==> src/rtl/tfpr_pkg.sv <==
`timescale 1ns / 1ps

package tfpr_pkg;

    localparam int COORD_BITS_DEF = 16;
    localparam int MAC_DIGIT      = 8;
    localparam int SCALE_BITS     = 16;
    localparam int CENTER_BITS    = 17;
    localparam int CFG_DATA_BITS  = 32;

    localparam logic [1:0] EV_START = 2'd0;
    localparam logic [1:0] EV_MOVE  = 2'd1;

    localparam logic [2:0] ACT_IGNORE  = 3'd0;
    localparam logic [2:0] ACT_MAYBE   = 3'd1;
    localparam logic [2:0] ACT_CANCEL  = 3'd2;
    localparam logic [2:0] ACT_TRIGGER = 3'd3;
    localparam logic [2:0] ACT_FINISH  = 3'd4;

    localparam logic [1:0] GS_NONE     = 2'd0;
    localparam logic [1:0] GS_STARTED  = 2'd1;
    localparam logic [1:0] GS_UPDATED  = 2'd2;
    localparam logic [1:0] GS_FINISHED = 2'd3;

    localparam logic [0:0] CFG_MIN_COSINE = 1'd0;
    localparam logic [0:0] CFG_MIN_MOVE   = 1'd1;

    localparam logic [15:0] MIN_COSINE_RST = 16'd32768;
    localparam logic [31:0] MIN_MOVE_RST   = 32'd100;

    // accumulator: dot^2 * 2^32 and m2 * a2 * cos^2 plus a sign bit
    function automatic int acc_bits(input int cw);
        return 4 * cw + 35;
    endfunction

    function automatic int mul_b_bits(input int cw);
        return (2 * cw + 2 > 32) ? 2 * cw + 2 : 32;
    endfunction

endpackage

==> src/rtl/tfpr_mac.sv <==
`timescale 1ns / 1ps

module tfpr_mac #(
    parameter int CW = tfpr_pkg::COORD_BITS_DEF
) (
    input  logic                                   clk,
    input  logic                                   rst_n,
    input  logic                                   start,
    input  logic                                   clr,
    input  logic                                   neg,
    input  logic [tfpr_pkg::acc_bits(CW)-1:0]      a,
    input  logic [tfpr_pkg::mul_b_bits(CW)-1:0]    b,
    output logic                                   busy,
    output logic [tfpr_pkg::acc_bits(CW)-1:0]      acc
);
    import tfpr_pkg::*;

    localparam int DW = acc_bits(CW);
    localparam int BW = mul_b_bits(CW);

    logic [DW-1:0] acc_reg, acc_next;
    logic [DW-1:0] a_reg, a_next;
    logic [BW-1:0] b_reg, b_next;
    logic          neg_reg, neg_next;
    logic          busy_reg, busy_next;
    logic [DW-1:0] pp;

    assign pp = a_reg * DW'(b_reg[MAC_DIGIT-1:0]);

    always_comb
    begin
        acc_next  = acc_reg;
        a_next    = a_reg;
        b_next    = b_reg;
        neg_next  = neg_reg;
        busy_next = busy_reg;
        if (start)
        begin
            a_next    = a;
            b_next    = b;
            neg_next  = neg;
            acc_next  = clr ? '0 : acc_reg;
            busy_next = 1'b1;
        end
        else if (busy_reg)
        begin
            if (b_reg == '0)
            begin
                busy_next = 1'b0;
            end
            else
            begin
                acc_next = neg_reg ? acc_reg - pp : acc_reg + pp;
                a_next   = a_reg << MAC_DIGIT;
                b_next   = b_reg >> MAC_DIGIT;
            end
        end
    end

    always_ff @(posedge clk or negedge rst_n)
    begin
        if (!rst_n)
        begin
            busy_reg <= 1'b0;
        end
        else
        begin
            busy_reg <= busy_next;
        end
    end

    always_ff @(posedge clk)
    begin
        acc_reg <= acc_next;
        a_reg   <= a_next;
        b_reg   <= b_next;
        neg_reg <= neg_next;
    end

    assign busy = busy_reg;
    assign acc  = acc_reg;

endmodule

==> src/rtl/tfpr_sqrt.sv <==
`timescale 1ns / 1ps

module tfpr_sqrt #(
    parameter int CW = tfpr_pkg::COORD_BITS_DEF
) (
    input  logic                clk,
    input  logic                rst_n,
    input  logic                start,
    input  logic [2*CW+1:0]     v,
    output logic                busy,
    output logic [CW:0]         root
);
    import tfpr_pkg::*;

    localparam int NR = CW + 1;
    localparam int VW = 2 * NR;

    logic [VW-1:0] v_reg, v_next;
    logic [VW-1:0] res_reg, res_next;
    logic [VW-1:0] bit_reg, bit_next;
    logic          busy_reg, busy_next;
    logic [VW:0]   trial;

    assign trial = {1'b0, res_reg} + {1'b0, bit_reg};

    always_comb
    begin
        v_next    = v_reg;
        res_next  = res_reg;
        bit_next  = bit_reg;
        busy_next = busy_reg;
        if (start)
        begin
            v_next    = v;
            res_next  = '0;
            bit_next  = VW'(1) << (VW - 2);
            busy_next = 1'b1;
        end
        else if (busy_reg)
        begin
            if ({1'b0, v_reg} >= trial)
            begin
                v_next   = v_reg - trial[VW-1:0];
                res_next = (res_reg >> 1) + bit_reg;
            end
            else
            begin
                res_next = res_reg >> 1;
            end
            bit_next  = bit_reg >> 2;
            busy_next = !bit_reg[0];
        end
    end

    always_ff @(posedge clk or negedge rst_n)
    begin
        if (!rst_n)
        begin
            busy_reg <= 1'b0;
        end
        else
        begin
            busy_reg <= busy_next;
        end
    end

    always_ff @(posedge clk)
    begin
        v_reg   <= v_next;
        res_reg <= res_next;
        bit_reg <= bit_next;
    end

    assign busy = busy_reg;
    assign root = res_reg[NR-1:0];

endmodule

==> src/rtl/tfpr_div.sv <==
`timescale 1ns / 1ps

module tfpr_div #(
    parameter int CW = tfpr_pkg::COORD_BITS_DEF
) (
    input  logic                                 clk,
    input  logic                                 rst_n,
    input  logic                                 start,
    input  logic [CW+8:0]                        num,
    input  logic [CW:0]                          den,
    output logic                                 busy,
    output logic [tfpr_pkg::SCALE_BITS-1:0]      quo
);
    import tfpr_pkg::*;

    localparam int NW = CW + 9;
    localparam int RW = CW + 2;
    localparam int KW = $clog2(SCALE_BITS + 1);

    logic [RW-1:0]         rem_reg, rem_next;
    logic [SCALE_BITS-1:0] low_reg, low_next;
    logic [SCALE_BITS-1:0] quo_reg, quo_next;
    logic [KW-1:0]         cnt_reg, cnt_next;
    logic                  busy_reg, busy_next;
    logic [RW-1:0]         r2;
    logic [CW:0]           num_hi;

    assign num_hi = (CW + 1)'(num[NW-1:SCALE_BITS]);
    assign r2     = {rem_reg[RW-2:0], low_reg[SCALE_BITS-1]};

    always_comb
    begin
        rem_next  = rem_reg;
        low_next  = low_reg;
        quo_next  = quo_reg;
        cnt_next  = cnt_reg;
        busy_next = busy_reg;
        if (start)
        begin
            rem_next = RW'(num[NW-1:SCALE_BITS]);
            low_next = num[SCALE_BITS-1:0];
            cnt_next = KW'(SCALE_BITS);
            priority if (den == '0)
            begin
                quo_next = '0;
            end
            else if (num_hi >= den)
            begin
                quo_next = '1;
            end
            else
            begin
                quo_next  = '0;
                busy_next = 1'b1;
            end
        end
        else if (busy_reg)
        begin
            if (r2 >= RW'(den))
            begin
                rem_next = r2 - RW'(den);
                quo_next = {quo_reg[SCALE_BITS-2:0], 1'b1};
            end
            else
            begin
                rem_next = r2;
                quo_next = {quo_reg[SCALE_BITS-2:0], 1'b0};
            end
            low_next  = low_reg << 1;
            cnt_next  = cnt_reg - KW'(1);
            busy_next = (cnt_reg != KW'(1));
        end
    end

    always_ff @(posedge clk or negedge rst_n)
    begin
        if (!rst_n)
        begin
            busy_reg <= 1'b0;
        end
        else
        begin
            busy_reg <= busy_next;
        end
    end

    always_ff @(posedge clk)
    begin
        rem_reg <= rem_next;
        low_reg <= low_next;
        quo_reg <= quo_next;
        cnt_reg <= cnt_next;
    end

    assign busy = busy_reg;
    assign quo  = quo_reg;

endmodule

==> src/rtl/two_finger_pinch_recognizer_top.sv <==
// Events decided at once go from decode straight to write-back; a two-finger start runs the
// MAC and square root, a pinch update adds the divider, the pinch recognition test a chain of MAC steps.
// Throughput: one event at a time; the next is accepted once the current result is registered.
// The long cases are set by the shared multiply-accumulate unit (8 multiplier bits per cycle),
// the 1-bit-pair square root and the 16-step divider.
// Reset (rst_n, async, active low) clears the phase, status, origins and last values to zero.
`timescale 1ns / 1ps

module two_finger_pinch_recognizer_top #(
    parameter int COORD_BITS = tfpr_pkg::COORD_BITS_DEF
) (
    input  logic                                 clk,
    input  logic                                 rst_n,
    input  logic                                 evt_valid,
    output logic                                 evt_ready,
    input  logic [1:0]                           event_type,
    input  logic                                 tiny_move,
    input  logic [3:0]                           touch_count,
    input  logic [15:0]                          first_x,
    input  logic [15:0]                          first_y,
    input  logic [15:0]                          second_x,
    input  logic [15:0]                          second_y,
    output logic                                 res_valid,
    input  logic                                 res_ready,
    output logic [2:0]                           action,
    output logic [1:0]                           gesture_phase,
    output logic [tfpr_pkg::SCALE_BITS-1:0]      scale,
    output logic [tfpr_pkg::CENTER_BITS-1:0]     center_x,
    output logic [tfpr_pkg::CENTER_BITS-1:0]     center_y,
    output logic                                 values_valid,
    input  logic                                 cfg_we,
    input  logic [0:0]                           cfg_index,
    input  logic [tfpr_pkg::CFG_DATA_BITS-1:0]   cfg_data
);
    import tfpr_pkg::*;

    localparam int C   = COORD_BITS;
    localparam int CI  = (C < 16) ? C : 16;
    localparam int DW  = acc_bits(C);
    localparam int BW  = mul_b_bits(C);
    localparam int M2W = 2 * C + 1;
    localparam int DQW = 2 * C + 3;
    localparam int SQW = 4 * C + 2;
    localparam int XW  = 2 * C + 33;

    localparam logic [2:0] S_IDLE   = 3'd0;
    localparam logic [2:0] S_DECODE = 3'd1;
    localparam logic [2:0] S_GO     = 3'd2;
    localparam logic [2:0] S_WAIT   = 3'd3;
    localparam logic [2:0] S_ROOT   = 3'd4;
    localparam logic [2:0] S_DIV    = 3'd5;
    localparam logic [2:0] S_WB     = 3'd6;

    localparam logic [2:0] PH_NONE     = 3'd0;
    localparam logic [2:0] PH_ONE      = 3'd1;
    localparam logic [2:0] PH_TWO      = 3'd2;
    localparam logic [2:0] PH_MOVING   = 3'd3;
    localparam logic [2:0] PH_FINISHED = 3'd4;

    localparam logic [4:0] U_LEN0 = 5'd0;
    localparam logic [4:0] U_LEN1 = 5'd1;
    localparam logic [4:0] U_MA0  = 5'd2;
    localparam logic [4:0] U_MA1  = 5'd3;
    localparam logic [4:0] U_MB0  = 5'd4;
    localparam logic [4:0] U_MB1  = 5'd5;
    localparam logic [4:0] U_AX0  = 5'd6;
    localparam logic [4:0] U_AX1  = 5'd7;
    localparam logic [4:0] U_DA0  = 5'd8;
    localparam logic [4:0] U_DA1  = 5'd9;
    localparam logic [4:0] U_DB0  = 5'd10;
    localparam logic [4:0] U_DB1  = 5'd11;
    localparam logic [4:0] U_MC   = 5'd12;
    localparam logic [4:0] U_SQA  = 5'd13;
    localparam logic [4:0] U_TA   = 5'd14;
    localparam logic [4:0] U_RA   = 5'd15;
    localparam logic [4:0] U_SQB  = 5'd16;
    localparam logic [4:0] U_TB   = 5'd17;
    localparam logic [4:0] U_RB   = 5'd18;

    localparam int DF_LENX = 0;
    localparam int DF_LENY = 1;
    localparam int DF_MAX  = 2;
    localparam int DF_MAY  = 3;
    localparam int DF_MBX  = 4;
    localparam int DF_MBY  = 5;
    localparam int DF_AX   = 6;
    localparam int DF_AY   = 7;
    localparam int NDF     = 8;

    logic [2:0]   state_reg, state_next;
    logic [4:0]   uop_reg, uop_next;
    logic [1:0]   typ_reg, typ_next;
    logic         tiny_reg, tiny_next;
    logic [3:0]   cnt_reg, cnt_next;
    logic [C-1:0] p0x_reg, p0x_next, p0y_reg, p0y_next;
    logic [C-1:0] p1x_reg, p1x_next, p1y_reg, p1y_next;

    logic [2:0]   phase_reg, phase_next;
    logic [1:0]   status_reg, status_next;
    logic [C-1:0] ofx_reg, ofx_next, ofy_reg, ofy_next;
    logic [C-1:0] osx_reg, osx_next, osy_reg, osy_next;
    logic [C:0]   od_reg, od_next;
    logic [SCALE_BITS-1:0]  lscale_reg, lscale_next;
    logic [CENTER_BITS-1:0] lcx_reg, lcx_next, lcy_reg, lcy_next;

    logic [15:0]  mc_reg, mc_next;
    logic [31:0]  mm_reg, mm_next;

    logic [2:0]   act_reg, act_next;
    logic         vld_reg, vld_next;
    logic [M2W-1:0] m2a_reg, m2a_next, m2b_reg, m2b_next, a2_reg, a2_next;
    logic [DQW-1:0] d0_reg, d0_next, d1_reg, d1_next;
    logic [31:0]    mc2_reg, mc2_next;
    logic [SQW-1:0] sq_reg, sq_next;

    logic         ov_reg, ov_next;
    logic [2:0]   oact_reg, oact_next;
    logic [1:0]   ostat_reg, ostat_next;
    logic [SCALE_BITS-1:0]  oscale_reg, oscale_next;
    logic [CENTER_BITS-1:0] ocx_reg, ocx_next, ocy_reg, ocy_next;
    logic         ovld_reg, ovld_next;

    logic [C-1:0] pu [NDF];
    logic [C-1:0] pv [NDF];
    logic [C-1:0] dmag [NDF];
    logic [NDF-1:0] dneg;

    logic          mac_start, mac_clr, mac_neg, mac_busy;
    logic [DW-1:0] mac_a, mac_acc;
    logic [BW-1:0] mac_b;
    logic          root_start, root_busy;
    logic [C:0]    root;
    logic          div_start, div_busy;
    logic [SCALE_BITS-1:0] quo;

    logic [DQW-1:0]   d0mag, d1mag, d1v;
    logic             opp, cos_ok, moved_ok;
    logic [SQW+31:0]  lhs;

    always_comb
    begin
        pu[DF_LENX] = p0x_reg;  pv[DF_LENX] = p1x_reg;
        pu[DF_LENY] = p0y_reg;  pv[DF_LENY] = p1y_reg;
        pu[DF_MAX]  = p0x_reg;  pv[DF_MAX]  = ofx_reg;
        pu[DF_MAY]  = p0y_reg;  pv[DF_MAY]  = ofy_reg;
        pu[DF_MBX]  = p1x_reg;  pv[DF_MBX]  = osx_reg;
        pu[DF_MBY]  = p1y_reg;  pv[DF_MBY]  = osy_reg;
        pu[DF_AX]   = ofx_reg;  pv[DF_AX]   = osx_reg;
        pu[DF_AY]   = ofy_reg;  pv[DF_AY]   = osy_reg;
    end

    for (genvar g = 0; g < NDF; g++)
    begin : g_diff
        assign dneg[g] = pu[g] < pv[g];
        assign dmag[g] = dneg[g] ? pv[g] - pu[g] : pu[g] - pv[g];
    end

    assign d0mag = d0_reg[DQW-1] ? DQW'(0) - d0_reg : d0_reg;
    assign d1mag = d1_reg[DQW-1] ? DQW'(0) - d1_reg : d1_reg;
    assign d1v   = mac_acc[DQW-1:0];
    assign opp   = (d0_reg != '0) && (d1v != '0) && (d0_reg[DQW-1] != d1v[DQW-1]);
    assign lhs   = {sq_reg, 32'd0};
    assign cos_ok   = lhs > mac_acc[SQW+31:0];
    assign moved_ok = (XW'(m2a_reg) > XW'(mm_reg)) && (XW'(mac_acc[M2W-1:0]) > XW'(mm_reg));

    // operand select for the shared multiply-accumulate
    always_comb
    begin
        mac_a   = '0;
        mac_b   = '0;
        mac_clr = 1'b1;
        mac_neg = 1'b0;
        unique case (uop_reg)
            U_LEN0:
            begin
                mac_a = DW'(dmag[DF_LENX]); mac_b = BW'(dmag[DF_LENX]);
            end
            U_LEN1:
            begin
                mac_a = DW'(dmag[DF_LENY]); mac_b = BW'(dmag[DF_LENY]); mac_clr = 1'b0;
            end
            U_MA0:
            begin
                mac_a = DW'(dmag[DF_MAX]); mac_b = BW'(dmag[DF_MAX]);
            end
            U_MA1:
            begin
                mac_a = DW'(dmag[DF_MAY]); mac_b = BW'(dmag[DF_MAY]); mac_clr = 1'b0;
            end
            U_MB0:
            begin
                mac_a = DW'(dmag[DF_MBX]); mac_b = BW'(dmag[DF_MBX]);
            end
            U_MB1:
            begin
                mac_a = DW'(dmag[DF_MBY]); mac_b = BW'(dmag[DF_MBY]); mac_clr = 1'b0;
            end
            U_AX0:
            begin
                mac_a = DW'(dmag[DF_AX]); mac_b = BW'(dmag[DF_AX]);
            end
            U_AX1:
            begin
                mac_a = DW'(dmag[DF_AY]); mac_b = BW'(dmag[DF_AY]); mac_clr = 1'b0;
            end
            U_DA0:
            begin
                mac_a   = DW'(dmag[DF_MAX]); mac_b = BW'(dmag[DF_AX]);
                mac_neg = dneg[DF_MAX] ^ dneg[DF_AX];
            end
            U_DA1:
            begin
                mac_a   = DW'(dmag[DF_MAY]); mac_b = BW'(dmag[DF_AY]);
                mac_neg = dneg[DF_MAY] ^ dneg[DF_AY]; mac_clr = 1'b0;
            end
            U_DB0:
            begin
                mac_a   = DW'(dmag[DF_MBX]); mac_b = BW'(dmag[DF_AX]);
                mac_neg = dneg[DF_MBX] ^ dneg[DF_AX];
            end
            U_DB1:
            begin
                mac_a   = DW'(dmag[DF_MBY]); mac_b = BW'(dmag[DF_AY]);
                mac_neg = dneg[DF_MBY] ^ dneg[DF_AY]; mac_clr = 1'b0;
            end
            U_MC:
            begin
                mac_a = DW'(mc_reg); mac_b = BW'(mc_reg);
            end
            U_SQA:
            begin
                mac_a = DW'(d0mag); mac_b = BW'(d0mag);
            end
            U_TA:
            begin
                mac_a = DW'(m2a_reg); mac_b = BW'(a2_reg);
            end
            U_SQB:
            begin
                mac_a = DW'(d1mag); mac_b = BW'(d1mag);
            end
            U_TB:
            begin
                mac_a = DW'(m2b_reg); mac_b = BW'(a2_reg);
            end
            U_RA, U_RB:
            begin
                mac_a = mac_acc; mac_b = BW'(mc2_reg);
            end
            default:
            begin
                mac_a = '0;
            end
        endcase
    end

    always_comb
    begin
        state_next  = state_reg;
        uop_next    = uop_reg;
        typ_next    = typ_reg;
        tiny_next   = tiny_reg;
        cnt_next    = cnt_reg;
        p0x_next    = p0x_reg;
        p0y_next    = p0y_reg;
        p1x_next    = p1x_reg;
        p1y_next    = p1y_reg;
        phase_next  = phase_reg;
        status_next = status_reg;
        ofx_next    = ofx_reg;
        ofy_next    = ofy_reg;
        osx_next    = osx_reg;
        osy_next    = osy_reg;
        od_next     = od_reg;
        lscale_next = lscale_reg;
        lcx_next    = lcx_reg;
        lcy_next    = lcy_reg;
        mc_next     = mc_reg;
        mm_next     = mm_reg;
        act_next    = act_reg;
        vld_next    = vld_reg;
        m2a_next    = m2a_reg;
        m2b_next    = m2b_reg;
        a2_next     = a2_reg;
        d0_next     = d0_reg;
        d1_next     = d1_reg;
        mc2_next    = mc2_reg;
        sq_next     = sq_reg;
        ov_next     = ov_reg && !res_ready;
        oact_next   = oact_reg;
        ostat_next  = ostat_reg;
        oscale_next = oscale_reg;
        ocx_next    = ocx_reg;
        ocy_next    = ocy_reg;
        ovld_next   = ovld_reg;
        evt_ready   = 1'b0;
        mac_start   = 1'b0;
        root_start  = 1'b0;
        div_start   = 1'b0;

        if (cfg_we)
        begin
            unique case (cfg_index)
                CFG_MIN_COSINE: mc_next = cfg_data[15:0];
                CFG_MIN_MOVE:   mm_next = cfg_data[31:0];
                default:        mm_next = mm_reg;
            endcase
        end

        unique case (state_reg)
            S_IDLE:
            begin
                evt_ready = 1'b1;
                if (evt_valid)
                begin
                    typ_next   = event_type;
                    tiny_next  = tiny_move;
                    cnt_next   = touch_count;
                    p0x_next   = C'(first_x[CI-1:0]);
                    p0y_next   = C'(first_y[CI-1:0]);
                    p1x_next   = C'(second_x[CI-1:0]);
                    p1y_next   = C'(second_y[CI-1:0]);
                    state_next = S_DECODE;
                end
            end
            S_DECODE:
            begin
                vld_next   = 1'b0;
                state_next = S_WB;
                if (phase_reg == PH_NONE || phase_reg == PH_ONE)
                begin
                    priority if (typ_reg == EV_MOVE && tiny_reg)
                    begin
                        act_next = ACT_IGNORE;
                    end
                    else if (typ_reg != EV_START || cnt_reg > 4'd2)
                    begin
                        act_next = ACT_CANCEL;
                    end
                    else if (cnt_reg == 4'd2)
                    begin
                        act_next   = ACT_MAYBE;
                        ofx_next   = p0x_reg;
                        ofy_next   = p0y_reg;
                        osx_next   = p1x_reg;
                        osy_next   = p1y_reg;
                        uop_next   = U_LEN0;
                        state_next = S_GO;
                    end
                    else
                    begin
                        act_next = ACT_MAYBE;
                        if (cnt_reg == 4'd1)
                        begin
                            phase_next = PH_ONE;
                        end
                    end
                end
                else if ((phase_reg == PH_TWO || phase_reg == PH_MOVING) && typ_reg == EV_MOVE)
                begin
                    uop_next   = (phase_reg == PH_TWO) ? U_MA0 : U_LEN0;
                    state_next = S_GO;
                end
                else if (phase_reg == PH_TWO || phase_reg == PH_MOVING)
                begin
                    phase_next  = PH_FINISHED;
                    status_next = GS_FINISHED;
                    act_next    = ACT_FINISH;
                end
                else
                begin
                    act_next = ACT_FINISH;
                end
            end
            S_GO:
            begin
                mac_start  = 1'b1;
                state_next = S_WAIT;
            end
            S_WAIT:
            begin
                if (!mac_busy)
                begin
                    uop_next   = uop_reg + 5'd1;
                    state_next = S_GO;
                    unique case (uop_reg)
                        U_LEN1:
                        begin
                            root_start = 1'b1;
                            state_next = S_ROOT;
                        end
                        U_MA1:
                        begin
                            m2a_next = mac_acc[M2W-1:0];
                        end
                        U_MB1:
                        begin
                            m2b_next = mac_acc[M2W-1:0];
                            if (!moved_ok)
                            begin
                                act_next   = ACT_MAYBE;
                                state_next = S_WB;
                            end
                        end
                        U_AX1:
                        begin
                            a2_next = mac_acc[M2W-1:0];
                        end
                        U_DA1:
                        begin
                            d0_next = mac_acc[DQW-1:0];
                        end
                        U_DB1:
                        begin
                            d1_next = d1v;
                            if (!opp)
                            begin
                                act_next   = ACT_CANCEL;
                                state_next = S_WB;
                            end
                        end
                        U_MC:
                        begin
                            mc2_next = mac_acc[31:0];
                        end
                        U_SQA, U_SQB:
                        begin
                            sq_next = mac_acc[SQW-1:0];
                        end
                        U_RA:
                        begin
                            if (!cos_ok)
                            begin
                                act_next   = ACT_CANCEL;
                                state_next = S_WB;
                            end
                        end
                        U_RB:
                        begin
                            state_next = S_WB;
                            if (!cos_ok)
                            begin
                                act_next = ACT_CANCEL;
                            end
                            else
                            begin
                                act_next    = ACT_TRIGGER;
                                status_next = GS_STARTED;
                                phase_next  = PH_MOVING;
                            end
                        end
                        default:
                        begin
                            state_next = S_GO;
                        end
                    endcase
                end
            end
            S_ROOT:
            begin
                if (!root_busy)
                begin
                    if (phase_reg == PH_MOVING)
                    begin
                        div_start  = 1'b1;
                        state_next = S_DIV;
                    end
                    else
                    begin
                        od_next    = root;
                        phase_next = PH_TWO;
                        act_next   = ACT_MAYBE;
                        state_next = S_WB;
                    end
                end
            end
            S_DIV:
            begin
                if (!div_busy)
                begin
                    lscale_next = quo;
                    lcx_next    = CENTER_BITS'((C + 1)'(p0x_reg) + (C + 1)'(p1x_reg));
                    lcy_next    = CENTER_BITS'((C + 1)'(p0y_reg) + (C + 1)'(p1y_reg));
                    status_next = GS_UPDATED;
                    vld_next    = 1'b1;
                    act_next    = ACT_TRIGGER;
                    state_next  = S_WB;
                end
            end
            S_WB:
            begin
                if (!ov_reg || res_ready)
                begin
                    ov_next     = 1'b1;
                    oact_next   = act_reg;
                    ostat_next  = status_reg;
                    oscale_next = lscale_reg;
                    ocx_next    = lcx_reg;
                    ocy_next    = lcy_reg;
                    ovld_next   = vld_reg;
                    state_next  = S_IDLE;
                end
            end
            default:
            begin
                state_next = S_IDLE;
            end
        endcase
    end

    always_ff @(posedge clk or negedge rst_n)
    begin
        if (!rst_n)
        begin
            state_reg  <= S_IDLE;
            phase_reg  <= PH_NONE;
            status_reg <= GS_NONE;
            ofx_reg    <= '0;
            ofy_reg    <= '0;
            osx_reg    <= '0;
            osy_reg    <= '0;
            od_reg     <= '0;
            lscale_reg <= '0;
            lcx_reg    <= '0;
            lcy_reg    <= '0;
            mc_reg     <= MIN_COSINE_RST;
            mm_reg     <= MIN_MOVE_RST;
            ov_reg     <= 1'b0;
        end
        else
        begin
            state_reg  <= state_next;
            phase_reg  <= phase_next;
            status_reg <= status_next;
            ofx_reg    <= ofx_next;
            ofy_reg    <= ofy_next;
            osx_reg    <= osx_next;
            osy_reg    <= osy_next;
            od_reg     <= od_next;
            lscale_reg <= lscale_next;
            lcx_reg    <= lcx_next;
            lcy_reg    <= lcy_next;
            mc_reg     <= mc_next;
            mm_reg     <= mm_next;
            ov_reg     <= ov_next;
        end
    end

    always_ff @(posedge clk)
    begin
        uop_reg    <= uop_next;
        typ_reg    <= typ_next;
        tiny_reg   <= tiny_next;
        cnt_reg    <= cnt_next;
        p0x_reg    <= p0x_next;
        p0y_reg    <= p0y_next;
        p1x_reg    <= p1x_next;
        p1y_reg    <= p1y_next;
        act_reg    <= act_next;
        vld_reg    <= vld_next;
        m2a_reg    <= m2a_next;
        m2b_reg    <= m2b_next;
        a2_reg     <= a2_next;
        d0_reg     <= d0_next;
        d1_reg     <= d1_next;
        mc2_reg    <= mc2_next;
        sq_reg     <= sq_next;
        oact_reg   <= oact_next;
        ostat_reg  <= ostat_next;
        oscale_reg <= oscale_next;
        ocx_reg    <= ocx_next;
        ocy_reg    <= ocy_next;
        ovld_reg   <= ovld_next;
    end

    tfpr_mac #(.CW(C)) u_mac (
        .clk   (clk),
        .rst_n (rst_n),
        .start (mac_start),
        .clr   (mac_clr),
        .neg   (mac_neg),
        .a     (mac_a),
        .b     (mac_b),
        .busy  (mac_busy),
        .acc   (mac_acc)
    );

    tfpr_sqrt #(.CW(C)) u_sqrt (
        .clk   (clk),
        .rst_n (rst_n),
        .start (root_start),
        .v     (mac_acc[2*C+1:0]),
        .busy  (root_busy),
        .root  (root)
    );

    tfpr_div #(.CW(C)) u_div (
        .clk   (clk),
        .rst_n (rst_n),
        .start (div_start),
        .num   ({root, 8'd0}),
        .den   (od_reg),
        .busy  (div_busy),
        .quo   (quo)
    );

    assign res_valid     = ov_reg;
    assign action        = oact_reg;
    assign gesture_phase = ostat_reg;
    assign scale         = oscale_reg;
    assign center_x      = ocx_reg;
    assign center_y      = ocy_reg;
    assign values_valid  = ovld_reg;

`ifndef SYNTH
    a_ready_idle: assert property (@(posedge clk) disable iff (!rst_n)
        evt_ready |-> !(mac_busy || root_busy || div_busy))
        else $error("event taken while a unit is busy");

    a_one_unit: assert property (@(posedge clk) disable iff (!rst_n)
        $onehot0({mac_busy, root_busy, div_busy}))
        else $error("more than one arithmetic unit busy");

    a_finished_sticky: assert property (@(posedge clk) disable iff (!rst_n)
        phase_reg == PH_FINISHED |=> phase_reg == PH_FINISHED)
        else $error("left finished phase without reset");

    a_values_trigger: assert property (@(posedge clk) disable iff (!rst_n)
        res_valid && values_valid |-> action == ACT_TRIGGER && gesture_phase == GS_UPDATED)
        else $error("value update without an updated trigger");
`endif

endmodule
==> config.mk <==
export PLATFORM = sky130hd
export DESIGN_NAME = two_finger_pinch_recognizer_top
export DESIGN_NICKNAME = d
export VERILOG_FILES = /design/src/rtl/tfpr_pkg.sv /design/src/rtl/tfpr_mac.sv /design/src/rtl/tfpr_sqrt.sv /design/src/rtl/tfpr_div.sv /design/src/rtl/two_finger_pinch_recognizer_top.sv
export SDC_FILE = /design/constraint.sdc
export NUM_CORES = 2
export LEC_CHECK = 0
export ABC_CLOCK_PERIOD_IN_PS = 11500
export BUFFER_PORTS_ARGS = -buffer_cell sky130_fd_sc_hd__clkbuf_2
export CAP_MARGIN = 20
export CORE_MARGIN = 2
export CORE_UTILIZATION = 40
export CTS_CLUSTER_DIAMETER = 120
export DETAILED_ROUTE_END_ITERATION = 8
export HOLD_SLACK_MARGIN = 0.03
export PLACE_DENSITY_LB_ADDON = 0.2
export SLEW_MARGIN = 5
export SYNTH_ARGS = -nofsm -noshare
export SYNTH_HDL_FRONTEND = slang
export SYNTH_SLANG_ARGS = --single-unit
==> constraint.sdc <==
create_clock -name clk -period 11.5 [get_ports clk]
set_input_delay 1.725 -clock clk [delete_from_list [all_inputs] [get_ports clk]]
set_output_delay 1.725 -clock clk [all_outputs]
set_load 0.03 [all_outputs]
Word-level counts from Yosys, hierarchy flattened:

Cells that the tools add are included.

* multipliers: 1
* equal/unequal tests: 59
* muxes and demuxes: 118
* reduce and logical (&&, ||, !) cells: 64
* $lt $le $gt $ge: 15
* bitwise gates (word level): 11
* $add $sub $neg: 28

Operators by type and width (number)
* 99-bit case mux with 14 select lines: 1
* 99-bit 2-to-1 mux: 8
* 34-bit case mux with 13 select lines: 1
* 16-bit subtractor: 16
* 34-bit 2-to-1 mux: 7
* 16-bit 2-to-1 mux: 14
* 16-bit < comparator: 8
* 3-bit 2-to-1 mux: 34
* 99-bit adder: 1
* 99-bit by 8-bit multiplier with 99-bit output: 1
* 99-bit subtractor: 1
* 98-bit greater-than comparator: 1
* 35-bit 2-to-1 mux: 2
* 35-bit nonzero test: 2
* 1-bit by 35-bit subtractor with 35-bit output (first input constant): 2
* 33-bit by 32-bit greater-than comparator with 1-bit output: 2
* 5-bit by 4-bit == test with 1-bit output (second input constant): 8
* 34-bit by 33-bit adder with 35-bit output: 1
* 34-bit by 35-bit >= comparator with 1-bit output: 1
* 16-bit by 16-bit adder with 17-bit output: 2
* 33-bit by 33-bit adder with 34-bit output: 1
* 34-bit zero test: 1
* 34-bit subtractor: 1
* 3-bit inequality test (second input constant): 11
* other kinds (54): 169

* word-level logic and storage cells: 348
* input port bits: 109
* register bits after elaboration: 958

Longest topological paths before layout:

* depth after elaboration: 7
* gate-level depth with buffers: 43
* gate-level depth less buffers: 39

Cells and area by module:

Synthesis repeated with hierarchy kept, for this count alone.

* cells, all modules: 10366
* area total of the unflattened synthesis: 95016.1 um^2

By module, submodules not included
* tfpr_mac: area an instance 42826.1 um^2, instances 1, cells each 4917
* two_finger_pinch_recognizer_top: area an instance 41000.6 um^2, instances 1, cells each 4186
* tfpr_sqrt: area an instance 7440.9 um^2, instances 1, cells each 899
* tfpr_div: area an instance 3748.6 um^2, instances 1, cells each 364

Worst setup path before layout:

OpenSTA, ideal clock, no wires.

* path kind: register -> register
* from: register u_mac.b_reg[7]
* to: register u_mac.acc_reg[97] (netlist: u_mac.acc[97]) (data pin)
* path slack: 1592 ps
* cell stages (with the launch flop): 39
* required time: 11234 ps
* period minus slack after synthesis: 9908 ps
* arrival time: 9642 ps
* cells stage by stage: edfxtp_1 > clkbuf_1 > clkbuf_1 > nand2_1 > fa_1 > fa_1 > inv_1 > fa_1 > inv_1 > fa_1 > inv_1 > ha_1 > buf_2 > a21oi_1 > o221a_2 > a211oi_4 > a21oi_1 > xnor2_1 > (+3 left out) > or4b_4 > nor3b_4 > a21oi_1 > xnor2_1 > ha_1 > clkbuf_1 > nand4_1 > or4_1 > or3_1 > inv_1 > o2bb2ai_1 > a211o_1 > nand3_1 > a2111oi_0 > o41a_1 > nand3_1 > xor2_1 > nor2_1

* cells in the longest elaborated chain, start to end: 6

RTL lines
* from (decl): RTL line tfpr_mac.sv:23 `logic [BW-1:0] b_reg, b_next;`
* from (signal assigned): RTL line tfpr_mac.sv:76 `b_reg <= b_next;`
* 99-bit by 8-bit multiplier with 99-bit output (*): RTL line tfpr_mac.sv:28 `assign pp = a_reg * DW'(b_reg[MAC_DIGIT-1:0]);`
* 99-bit adder / 99-bit subtractor (equally long branches): RTL line tfpr_mac.sv:53 `acc_next = neg_reg ? acc_reg - pp : acc_reg + pp;`
* 99-bit 2-to-1 mux (*): RTL line tfpr_mac.sv:53
* 99-bit 2-to-1 mux (*): RTL line tfpr_mac.sv:47 `if (b_reg == '0)`
* 99-bit 2-to-1 mux (*): RTL line tfpr_mac.sv:45 `else if (busy_reg)`
* 99-bit 2-to-1 mux (*): RTL line tfpr_mac.sv:37 `if (start)`
* to (signal assigned): RTL line tfpr_mac.sv:74 `acc_reg <= acc_next;`
* to (decl): RTL line tfpr_mac.sv:21 `logic [DW-1:0] acc_reg, acc_next;`

Mark *: on every way between the ends. The rest lies on a longest branch, timed or not. The select of a mux whose other input is x is not followed.
A chain may end at the register's enable or synchronous reset.

Final worst setup path:

Ends and elaborated chain as after synthesis.

==> results.txt <==
outcome -> finished, violations left
violated checks -> design-rule violations
simple-gate share of the synthesized area -> 16.0%
Filler Cell Count -> 22200
largest family of logic cells by synthesized area -> adder cells
global-route wire length before repair -> 479000 µm
average wire per standard cell -> 24.1 µm
Worst-Skew Late Latency -> 0.81 ns
Avg Synthesized Cell Area -> 9.17 µm²
CP Data Required Time -> 12.00 ns
port buffer count -> 166
Setup TNS -> 0 ns
Ys Warns -> 0
worst flop-to-flop path startpoint -> u_mac.b_reg[7]
via count -> 76100
slew margin rel. -> 26.0%
Max clock buf depth -> 3
leakage power -> 42.6 nW
Post-Synthesis Cells -> 9970
Worst R2R Path Depth -> 36
HPWL Detailed -> 247000 µm
worst path bufs/invs -> 7
Max Cap Viol -> 0
Post-synth ARST share -> 20.0%
RSZ-0062 raised after global routing -> false
worst hold path depth -> 0
fin. max-slew vios -> 0
initial core utilization -> 40.2%
Final ANT Viol Nets -> 0
crit end category -> flop
CTS Hold Bufs -> 0
total design power -> 31.5 mW
Syn-to-layout area delta -> 9.43%
Die H -> 482 µm
top_reg_cell synth -> edfxtp_1
CTS clock-pin slew for the worst setup and hold paths -> 0.06 ns
antenna violations before repair -> 21
PwrDens -> 315 mW/mm²
vias in the first global route -> 76100
final setup fails -> 0
DR DRC count -> 11
Hold Fails Final Rpt -> 0
Worst VDD drop -> 0.260 mV
Die ar. -> 0.232 mm²
via/cell ratio -> 5.81
Slowest cell on crit path -> or4b_4
EDFF count, synth -> 701
Worst Setup SP -> u_mac.b_reg[7]
First-pass DRT Iterations -> 9
CTS tree -> yes
Compound-Gate Fraction of Synth Area -> 18.5%
fin nets -> 11400
post-layout minimum cycle time -> 10.87 ns
xor and xnor fraction of the mapped netlist area -> 5.16%
Crit path max-delay family -> simple AND/OR/NAND/NOR gates
total gr overflow -> 0
Final Wtd Congestion -> 0.981
clock skew -> 0.0664 ns
register bit count reported by yosys -> 956
layout cells sized above 1 -> 7.89%
Levels on crit path -> 36
hold_sp -> lcx_reg[4]
crit path DAT -> 11.38 ns
Critical Path Fanout Max -> 28
Distinct cells, synth -> 117
Max Fclk -> 92.0 MHz
synthesized area -> 0.0914 mm²
multi-input logic area -> 0.0591 mm²
Root Driver -> clkbuf_16
largest stage delay on the critical path -> 0.61 ns
H-tree depth -> 3
sequential cell area -> 0.0271 mm²
final WL -> 316000 µm
fin crit share -> 94.6%
initial DRC count -> 6697
width of the die -> 482 µm
largest net degree at the start of global routing -> 90
register area share after synthesis -> 29.7%
post-synthesis mux area share -> 2.37%
area share of fa/ha/maj cells after synthesis -> 22.4%
Setup crit start kind -> flop
gr usage total -> 26.7%
commonest cells after routing, fill and taps aside -> 959 x nand2_1, 934 x inv_1, 738 x a21oi_1
row count -> 175
CTS buffer count -> 113
Min-Delay Path Class -> flop to flop
Slew @ Worst Pin -> 1.11 ns
Sink Count -> 956
Core Area -> 0.227 mm²
io pins -> 167
post-synth net total -> 11400
commonest non-fill, non-tap cell in the layout -> nand2_1
CP Class -> flop to flop
==> area by class of cell <==
type,count,area share (%)
diodes,4,0.0100
repair buffers,385,2.55
inverters,935,3.51
flip-flops and latches,956,27.1
clock inverters,66,0.834
well taps,3009,3.76
multi-input cells,7586,59.1
clock buffers,146,3.16
==> synth_stat cells, types with 25 or more instances <==
cell | instances | area, µm²
xor2_1 | 224 | 1960
a211oi_1 | 58 | 435
o211ai_1 | 56 | 420
a2111oi_0 | 25 | 219
a21o_1 | 338 | 2540
clkbuf_1 | 427 | 1600
o31ai_1 | 110 | 826
inv_1 | 934 | 3510
nor2b_1 | 120 | 751
o22ai_1 | 50 | 313
a211o_1 | 25 | 219
mux2_2 | 95 | 1070
dfxtp_1 | 64 | 1280
and2_1 | 551 | 3450
a31o_2 | 27 | 236
o21ai_0 | 517 | 2590
nand4_1 | 139 | 870
ha_1 | 719 | 9000
nand2_1 | 962 | 3610
nor3_1 | 148 | 741
nor2_1 | 575 | 2160
or3_1 | 37 | 231
xnor2_1 | 310 | 2720
dfrtp_1 | 187 | 4680
nand2b_1 | 77 | 482
a222oi_1 | 38 | 380
buf_1 | 44 | 165
a221oi_1 | 57 | 499
and3_1 | 62 | 388
edfxtp_1 | 701 | 21100
a31oi_1 | 91 | 569
o221ai_1 | 25 | 219
o21a_1 | 64 | 480
nand3_1 | 121 | 606
nor4_1 | 45 | 282
o21bai_1 | 130 | 976
mux2i_1 | 108 | 1080
a21oi_1 | 741 | 3710
fa_1 | 573 | 11500
==> path summary, 6_finish.rpt <==
path	endpoint	slack, ns
hold / removal	center_x[4]	0.44
max in group asynchronous	ofx_reg[14]	9.08
min in group asynchronous	lcy_reg[8]	0.86
hold reg to reg	center_x[4]	0.44
setup / recovery	u_mac.acc[97]	0.63
setup reg to reg	u_mac.acc[97]	0.63
==> routing by layer <==
layer | vias up | share of wire (%) | global-route usage [%]
met5 | - | 0.063 | 0
met4 | 30 | 3.9 | 9.52
met3 | 564 | 6.2 | 3.92
met2 | 2538 | 47 | 43.9
met1 | 38000 | 43 | 35.9
li1 | 34900 | - | -
==> report_power, final <==
group / internal [mW] / total, mW / switching (mW)
Combinational: 8.01 / 21.2 / 13.2
Clock: 2.24 / 3.87 / 1.63
Sequential: 5.20 / 6.45 / 1.25
==> logic make-up (layout without fill, tap and decap cells) <==
logic type	after synthesis	in the layout
flip-flops	956	956
AND/OR/NAND/NOR	2959	2959
multiplexers	204	204
adder cells (fa/ha/maj)	1292	1292
AO/OA/AOI/OAI	2595	2595
XOR/XNOR	536	536
buffers and inverters	1428	1532
other	0	4
==> stage by stage <==
stage / cells / setup WS (ns) / util, % / hold WS [ns] / cell area (µm²)
after CTS: 13100 / 0.0966 / 43.9 / 0.436 / 99800
final: 13100 / 0.625 / 44.0 / 0.438 / 100000
after global placement: 12900 / 0.0136 / 42.2 / 0.419 / 95800
after global routing: 13100 / 0.0238 / 44.0 / 0.439 / 100000
after floorplan: 9970 / 1.59 / - / 0.400 / 91400
after detailed placement: 12900 / -0.0147 / 42.2 / 0.421 / 95800
==> what timing repair did <==
| item | 4_1_cts | 5_1_grt |
|---|---|---|
| buffers inserted | 0 | 12 |
| cloned | 0 | 0 |
| resized for setup | 1 | 5 |
| setup endpoints to repair | 1 | 14 |
Note: power is estimated with default switching activity, not from simulation.
